<file path="src/sha1_pkg.sv">
// ----------------------------------------------------------------------------
// sha1_pkg
// Shared types and constants for the SHA-1 block hash.
// ----------------------------------------------------------------------------
package sha1_pkg;

  typedef logic [31:0] word_t;

  localparam int unsigned CHAIN_WORDS = 5;
  localparam int unsigned BLOCK_WORDS = 16;
  localparam int unsigned ROUND_W     = 7;
  localparam int unsigned POS_W       = 4;
  localparam int unsigned IDX_W       = 3;

  localparam logic [ROUND_W-1:0] LAST_ROUND = 7'd79;
  localparam logic [POS_W-1:0]   LAST_POS   = 4'd15;
  localparam logic [IDX_W-1:0]   LAST_IDX   = 3'd4;

  localparam word_t H0 = 32'h6745_2301;
  localparam word_t H1 = 32'hEFCD_AB89;
  localparam word_t H2 = 32'h98BA_DCFE;
  localparam word_t H3 = 32'h1032_5476;
  localparam word_t H4 = 32'hC3D2_E1F0;

  localparam word_t K0 = 32'h5A82_7999;
  localparam word_t K1 = 32'h6ED9_EBA1;
  localparam word_t K2 = 32'h8F1B_BCDC;
  localparam word_t K3 = 32'hCA62_C1D6;

  // Control from the sequencer to the datapath.
  typedef struct packed {
    logic init_chain;  // reload initial chaining values
    logic load_word;   // shift an input word into the window
    logic start;       // copy chaining words into a..e
    logic round_en;    // run one round
    logic finish;      // add a..e into the chaining words
  } sha1_ctrl_t;

endpackage

</file>
<file path="src/sha1_if.sv">
// ----------------------------------------------------------------------------
// sha1_if
// Valid/ready channels for message words in and digest words out.
// ----------------------------------------------------------------------------
interface sha1_in_if;
  logic        valid;
  logic        ready;
  logic [31:0] message_word;
  logic        first_word;
  logic        last_word;

  modport source (output valid, message_word, first_word, last_word, input ready);
  modport sink   (input valid, message_word, first_word, last_word, output ready);
endinterface

interface sha1_out_if;
  logic        valid;
  logic        ready;
  logic [31:0] digest_word;
  logic [2:0]  digest_index;
  logic        digest_last;

  modport source (output valid, digest_word, digest_index, digest_last, input ready);
  modport sink   (input valid, digest_word, digest_index, digest_last, output ready);
endinterface

</file>
<file path="src/sha1_sched.sv">
// ----------------------------------------------------------------------------
// sha1_sched
// Sixteen-word message schedule window as a shift line; emits W[t].
// ----------------------------------------------------------------------------
module sha1_sched (
  input  logic                        clk,
  input  sha1_pkg::sha1_ctrl_t        ctrl,
  input  sha1_pkg::word_t             word_in,
  input  logic [sha1_pkg::ROUND_W-1:0] round_idx,
  output sha1_pkg::word_t             w
);
  import sha1_pkg::*;

  word_t win [BLOCK_WORDS];
  word_t mix;
  word_t w_exp;

  // win[0] is the oldest word: W[t] for t<16, W[t-16] afterwards.
  assign mix   = win[13] ^ win[8] ^ win[2] ^ win[0];
  assign w_exp = {mix[30:0], mix[31]};
  assign w     = (round_idx < ROUND_W'(BLOCK_WORDS)) ? win[0] : w_exp;

  always_ff @(posedge clk) begin
    if (ctrl.load_word || ctrl.round_en) begin
      for (int i = 0; i < BLOCK_WORDS - 1; i++) begin
        win[i] <= win[i+1];
      end
      win[BLOCK_WORDS-1] <= ctrl.load_word ? word_in : w;
    end
  end

endmodule

</file>
<file path="src/sha1_round.sv">
// ----------------------------------------------------------------------------
// sha1_round
// Chaining words, working words a..e and the shared round unit.
// ----------------------------------------------------------------------------
module sha1_round (
  input  logic                         clk,
  input  logic                         rst,
  input  sha1_pkg::sha1_ctrl_t         ctrl,
  input  sha1_pkg::word_t              w,
  input  logic [sha1_pkg::ROUND_W-1:0] round_idx,
  input  logic [sha1_pkg::IDX_W-1:0]   chain_sel,
  output sha1_pkg::word_t              chain_word
);
  import sha1_pkg::*;

  word_t chain [CHAIN_WORDS];
  word_t a, b, c, d, e;
  word_t f, k, tmp;

  always_comb begin
    priority if (round_idx < 7'd20) begin
      f = (b & c) | (~b & d);
      k = K0;
    end else if (round_idx < 7'd40) begin
      f = b ^ c ^ d;
      k = K1;
    end else if (round_idx < 7'd60) begin
      f = (b & c) | (b & d) | (c & d);
      k = K2;
    end else begin
      f = b ^ c ^ d;
      k = K3;
    end
  end

  assign tmp = {a[26:0], a[31:27]} + f + e + k + w;

  always_comb begin
    unique case (chain_sel)
      3'd0:    chain_word = chain[0];
      3'd1:    chain_word = chain[1];
      3'd2:    chain_word = chain[2];
      3'd3:    chain_word = chain[3];
      3'd4:    chain_word = chain[4];
      default: chain_word = '0;
    endcase
  end

  always_ff @(posedge clk) begin
    if (rst || ctrl.init_chain) begin
      chain[0] <= H0;
      chain[1] <= H1;
      chain[2] <= H2;
      chain[3] <= H3;
      chain[4] <= H4;
    end else if (ctrl.finish) begin
      chain[0] <= chain[0] + a;
      chain[1] <= chain[1] + b;
      chain[2] <= chain[2] + c;
      chain[3] <= chain[3] + d;
      chain[4] <= chain[4] + e;
    end
  end

  always_ff @(posedge clk) begin
    if (ctrl.start) begin
      a <= chain[0];
      b <= chain[1];
      c <= chain[2];
      d <= chain[3];
      e <= chain[4];
    end else if (ctrl.round_en) begin
      e <= d;
      d <= c;
      c <= {b[1:0], b[31:2]};
      b <= a;
      a <= tmp;
    end
  end

endmodule

</file>
<file path="src/sha1_block_hash.sv">
// ----------------------------------------------------------------------------
// sha1_block_hash
// SHA-1 over an already padded message, one round per clock.
// ----------------------------------------------------------------------------
// Usage:
//   msg    : one beat per 32-bit big-endian message word, 16 words a block.
//            first_word on a beat restarts at word 0 with the initial
//            chaining values; last_word counts only on a block's 16th word.
//   digest : five beats, H0 first, digest_index 0..4, digest_last on the
//            fifth beat.
// Timing:
//   Words 1..15 of a block are taken as they come. The 16th word starts the
//   compression: rounds through the single round adder, then the chaining
//   add, with msg.ready low throughout both. With last_word the digest
//   follows right after the chaining add, one beat per cycle while
//   digest.ready is high.
// Reset: back to idle, word position 0, initial chaining values loaded.
// Stalls: msg.ready stays low while rounds run and while digest beats are
//   pending; a stalled digest beat holds until taken.
// ----------------------------------------------------------------------------
module sha1_block_hash (
  input  logic       clk,
  input  logic       rst,
  sha1_in_if.sink    msg,
  sha1_out_if.source digest
);
  import sha1_pkg::*;

  localparam logic [1:0] ST_IDLE  = 2'd0;
  localparam logic [1:0] ST_ROUND = 2'd1;
  localparam logic [1:0] ST_FINAL = 2'd2;
  localparam logic [1:0] ST_EMIT  = 2'd3;

  logic [1:0]         state;
  logic [POS_W-1:0]   pos;
  logic [POS_W-1:0]   pos_eff;
  logic [ROUND_W-1:0] round_cnt;
  logic [IDX_W-1:0]   emit_idx;
  logic               last_flag;
  logic               msg_beat;
  logic               dig_beat;
  sha1_ctrl_t         ctrl;
  word_t              w;
  word_t              chain_word;

  assign msg.ready = (state == ST_IDLE);
  assign msg_beat  = msg.valid && msg.ready;
  assign dig_beat  = digest.valid && digest.ready;

  // first_word restarts the block before this word lands
  assign pos_eff = msg.first_word ? '0 : pos;

  always_comb begin
    ctrl.init_chain = msg_beat && msg.first_word;
    ctrl.load_word  = msg_beat;
    ctrl.start      = msg_beat && (pos_eff == LAST_POS);
    ctrl.round_en   = (state == ST_ROUND);
    ctrl.finish     = (state == ST_FINAL);
  end

  always_ff @(posedge clk) begin
    if (rst) begin
      state     <= ST_IDLE;
      pos       <= '0;
      round_cnt <= '0;
      emit_idx  <= '0;
      last_flag <= 1'b0;
    end else begin
      unique case (state)
        ST_IDLE: begin
          if (msg_beat) begin
            pos <= pos_eff + 1'b1;
            if (pos_eff == LAST_POS) begin
              state     <= ST_ROUND;
              last_flag <= msg.last_word;
            end
          end
        end
        ST_ROUND: begin
          if (round_cnt == LAST_ROUND) begin
            round_cnt <= '0;
            state     <= ST_FINAL;
          end else begin
            round_cnt <= round_cnt + 1'b1;
          end
        end
        ST_FINAL: begin
          emit_idx <= '0;
          state    <= last_flag ? ST_EMIT : ST_IDLE;
        end
        ST_EMIT: begin
          if (dig_beat) begin
            emit_idx <= emit_idx + 1'b1;
            if (emit_idx == LAST_IDX) begin
              state <= ST_IDLE;
            end
          end
        end
        default: state <= ST_IDLE;
      endcase
    end
  end

  sha1_sched u_sched (
    .clk       (clk),
    .ctrl      (ctrl),
    .word_in   (msg.message_word),
    .round_idx (round_cnt),
    .w         (w)
  );

  sha1_round u_round (
    .clk        (clk),
    .rst        (rst),
    .ctrl       (ctrl),
    .w          (w),
    .round_idx  (round_cnt),
    .chain_sel  (emit_idx),
    .chain_word (chain_word)
  );

  // Digest beats come straight from the chaining registers.
  assign digest.valid        = (state == ST_EMIT);
  assign digest.digest_word  = chain_word;
  assign digest.digest_index = emit_idx;
  assign digest.digest_last  = (emit_idx == LAST_IDX);

endmodule

</file>
<file path="src/flat_wrapper.sv">
// flat-port wrapper written by rule: the top's interface ports become plain ports
module sha1_block_hash_flat import sha1_pkg::*;
  (clk, rst, msg_valid, msg_message_word, msg_first_word, msg_last_word, msg_ready, digest_valid, digest_digest_word, digest_digest_index, digest_digest_last, digest_ready);
  sha1_in_if msg_i ();
  sha1_out_if digest_i ();
  input  logic clk;
  input  logic rst;
  input wire logic [$bits(msg_i.valid)-1:0] msg_valid;
  input wire logic [$bits(msg_i.message_word)-1:0] msg_message_word;
  input wire logic [$bits(msg_i.first_word)-1:0] msg_first_word;
  input wire logic [$bits(msg_i.last_word)-1:0] msg_last_word;
  output wire logic [$bits(msg_i.ready)-1:0] msg_ready;
  output wire logic [$bits(digest_i.valid)-1:0] digest_valid;
  output wire logic [$bits(digest_i.digest_word)-1:0] digest_digest_word;
  output wire logic [$bits(digest_i.digest_index)-1:0] digest_digest_index;
  output wire logic [$bits(digest_i.digest_last)-1:0] digest_digest_last;
  input wire logic [$bits(digest_i.ready)-1:0] digest_ready;
  assign msg_i.valid = msg_valid;
  assign msg_i.message_word = msg_message_word;
  assign msg_i.first_word = msg_first_word;
  assign msg_i.last_word = msg_last_word;
  assign msg_ready = msg_i.ready;
  assign digest_valid = digest_i.valid;
  assign digest_digest_word = digest_i.digest_word;
  assign digest_digest_index = digest_i.digest_index;
  assign digest_digest_last = digest_i.digest_last;
  assign digest_i.ready = digest_ready;
  sha1_block_hash u_core (.clk(clk), .rst(rst), .msg(msg_i), .digest(digest_i));
endmodule
</file>
<file path="config.mk">
export PLATFORM = sky130hd
export DESIGN_NAME = sha1_block_hash_flat
export DESIGN_NICKNAME = d
export VERILOG_FILES = /design/src/sha1_pkg.sv /design/src/sha1_if.sv /design/src/sha1_sched.sv /design/src/sha1_round.sv /design/src/sha1_block_hash.sv /design/src/flat_wrapper.sv
export SDC_FILE = /design/constraint.sdc
export NUM_CORES = 2
export LEC_CHECK = 0
export BUFFER_PORTS_ARGS = -buffer_cell sky130_fd_sc_hd__buf_2
export CAP_MARGIN = 10
export CORE_MARGIN = 2
export CORE_UTILIZATION = 60
export DETAILED_ROUTE_END_ITERATION = 6
export GPL_ROUTABILITY_DRIVEN = 0
export PLACE_DENSITY = 0.77
export SYNTH_ARGS = -nofsm -noshare
export SYNTH_HDL_FRONTEND = slang
export SYNTH_HIERARCHICAL = 1
export SYNTH_SLANG_ARGS = --single-unit
</file>
<file path="constraint.sdc">
create_clock -name clk -period 11.63 [get_ports clk]
set_clock_uncertainty 0.05 [all_clocks]
set_input_delay 0.5815 -clock clk [delete_from_list [all_inputs] [get_ports clk]]
set_output_delay 0.5815 -clock clk [all_outputs]
set_load 0.05 [all_outputs]
</file>
==> run metrics <==
Max Transition Viols Final 0; row count 100; critical path class reg2reg; Worst Slack Setup Final 4.966 ns; static leakage 18.22 nW; FILL cells 5458; initial drt markers 3435; clock latency on the worst-skew pair 0.66 ns; Post-CTS Setup Bufs 0; IO Pins 76; Routed WL 110600 um; post-synthesis simple-gate area fraction 7.911%; Worst path max stage delay 0.55 ns; synthesized net count 3917; commonest non-fill, non-tap cell in the layout edfxtp_1; critical path endpoint category flop; status complete, no violations; vias 29.56k; Die W 277.9 um; initial antenna violation count 4; Die Ht 277.9 um; cell count after synthesis 3557; cell mode on critical path inv_1; post-synthesis xor/xnor area fraction 4.882%; pin count of the biggest net entering global routing 194; Max Cap Violations 0; largest family of logic cells by synthesized area compound AO/OA/AOI/OAI gates; CP cell instances and3_1 -> or3_1 -> buf_4 -> inv_1 -> buf_4 -> nor2_2 -> buf_4 -> inv_1 -> nor2_1 -> nor2_1 -> fa_1 -> inv_1 -> fa_1 -> inv_1 -> ha_1 -> a21oi_1 -> o21ai_0 -> a311o_1 -> a2111oi_4 -> o41ai_1 -> o31ai_2 -> nor3b_1 -> o31ai_1; total track usage 28.48%; Seq/Total Area, Yosys 56.24%; Critical Path Start Type flop; Synth Area in Adders 11.03%; Worst EP arrival 7.01 ns; Initial Utilization 60.59%; post-CTS resize count 0; Num CTS Buffers 88; Final Critical Period 6.664 ns; Nets 3984; vias per cell 6.343; commonest non-fill, non-tap cells in the layout 832 x edfxtp_1, 259 x inv_1, 252 x nand2_1; DP Wirelength 78560 um; VDD IR-drop max 0.1077 mV; area delta synth->final 9.314%; Setup TNS Final 0 ns; Fin. Hold Viols 0; Min-Delay Path Class in2reg; number of I/O port buffers 75; Sink Count 849; Post-DRT Antenna Nets 0; setup violators final 0; FMAX 150.1 MHz; Ys Warns 6; Root Driver clkbuf_16; cell area after synthesis 45030 um^2; Yosys cell types 82; Compound-Gate Fraction of Synth Area 12.25%; layout cell share with drive strength beyond 1 11.08%; Worst slew margin 20.59%; core area 74320 um^2; global-route wire length before repair 167200 um; hold path depth 2; pwr dens 141.0 nW/um^2; Post-synth EDFFs 832; #FFs+latches synth 849; Max Fanout on Critical Path 20; worst-margin pin slew 1.191 ns; Die Footprint 77250 um^2; CTS tree yes; grt ovf 0; ys async rst share 0%; slowest CP cell fa_1; clock slew at reported path FFs 0.06 ns; Reg2Reg Depth 23; Clock Tree Buf Depth 3; dominant synthesized flop cell edfxtp_1; synthesized area per cell 12.66 um^2; multiplexer area fraction after synthesis 4.368%; RSZ-0062 raised after global routing no; vias in the first global route 28.55k; dpl ws 5.044 ns; TritonRoute pass-1 iters 6; Avg WL per Cell 23.73 um; CTS H-Tree Depth 3; # hold bufs at CTS 0; Final period util 57.30%; CP Data Required Time 11.98 ns; Residual DRC 0
[through the flow]
step	hold WS [ns]	cell area (um^2)	total power, W	util, %	std cells
4_1_cts	0.1068	49220	0.006983	66.23	4659
5_1_grt	0.1071	49220	0.007165	66.23	4660
3_3_place_gp	0.3501	46370	0.004158	62.40	4503
2_1_floorplan	0.3503	45030	0.004042	-	3557
3_5_place_dp	0.3545	46370	0.004180	62.40	4503
6_report	0.1491	49220	0.006941	66.23	4660
[critical path, delay by kind of cell (launching register included)]
kind / cells / cell delay [ns]
AOI/OAI and AO/OA: 7 / 1.95
adders and majority gates: 3 / 1.37
buffers and inverters: 7 / 1.26
and+or+nand+nor: 6 / 1.23
DFF: 1 / 0.53
[final cells by class]
class                           count  area [um^2]  area share, %
Clock buffer                      114         2331          4.736
Tap cell                          969         1212          2.463
Antenna cell                        1        2.502       0.005084
Sequential cell                   849        25330          51.45
Timing Repair Buffer              101        595.6          1.210
Multi-Input combinational cell   2323        18260          37.09
Clock inverter                     42        515.5          1.047
Inverter                          261        980.9          1.993
[kinds of logic (layout without fill, tap and decap cells)]
| family | after synthesis | count (layout) |
|---|---|---|
| compound gates | 804 | 804 |
| xor+xnor | 251 | 251 |
| fa+ha+maj | 322 | 322 |
| buf+inv | 385 | 518 |
| flops | 849 | 849 |
| mux | 181 | 181 |
| other cells | 0 | 1 |
| simple gates | 765 | 765 |
[flip-flops by register name, indices dropped and copies added (netlist names)]
name                        count
u_core/u_round/chain          160
u_core/u_round/a               32
u_core/u_round/d               32
u_core/u_round/b               32
u_core/u_sched/win            512
u_core/digest.digest_index      3
u_core/round_cnt                7
u_core/state                    2
u_core/u_round/e               32
u_core/pos                      4
u_core/last_flag                1
u_core/u_round/c               32
[routing by layer]
layer  vias to the layer above  share of wire [%]  global-route usage (%)
li1                      13280                  -                       -
met5                         -              0.021                       0
met1                     14550                 43                   42.54
met2                      1495                 43                   41.97
met3                       231                 10                   4.315
met4                         4                4.4                   12.00
[worst paths after layout]
| kind | from | end | slack [ns] |
|---|---|---|---|
| max | u_core/round_cnt[4] | u_core/u_round/a[29] | 4.97 |
| min reg2reg | u_core/u_sched/win[1][55] | u_core/u_sched/win[1][23] | 0.35 |
| min | msg_last_word | u_core/last_flag | 0.15 |
| max reg2reg | u_core/round_cnt[4] | u_core/u_round/a[29] | 4.97 |
[synthesized netlist by cell type, types with 17 or more instances]
library cell,n,area share (%)
edfxtp_1,832,55
inv_1,259,2.2
nand2_1,253,2.1
nor2_1,219,1.8
a21oi_1,216,2.4
ha_1,197,5.5
xnor2_1,181,3.5
o21ai_0,179,2.0
fa_1,125,5.6
mux2_2,114,2.9
a21o_1,103,1.7
clkbuf_1,95,0.79
xor2_1,70,1.4
mux2i_1,66,1.5
nor3_1,65,0.72
a221o_1,46,1.0
nand3_1,36,0.40
nor2b_1,35,0.49
a221oi_2,32,1.1
nand2b_1,31,0.43
nand4_1,28,0.39
a31oi_1,26,0.36
and3_1,25,0.35
o21bai_1,23,0.38
o21a_1,22,0.37
buf_1,19,0.16
dfxtp_1,17,0.76
o211ai_1,17,0.28
[where the power goes]
| group | switching (W) | leakage (nW) | internal, W |
|---|---|---|---|
| combinational | 0.000349 | 8.84 | 0.000213 |
| sequential | 0.0000640 | 8.00 | 0.00351 |
| clock | 0.00120 | 1.39 | 0.00161 |
| total | 0.00162 | 18.2 | 0.00532 |
Note: power is estimated with default switching activity, not from simulation.
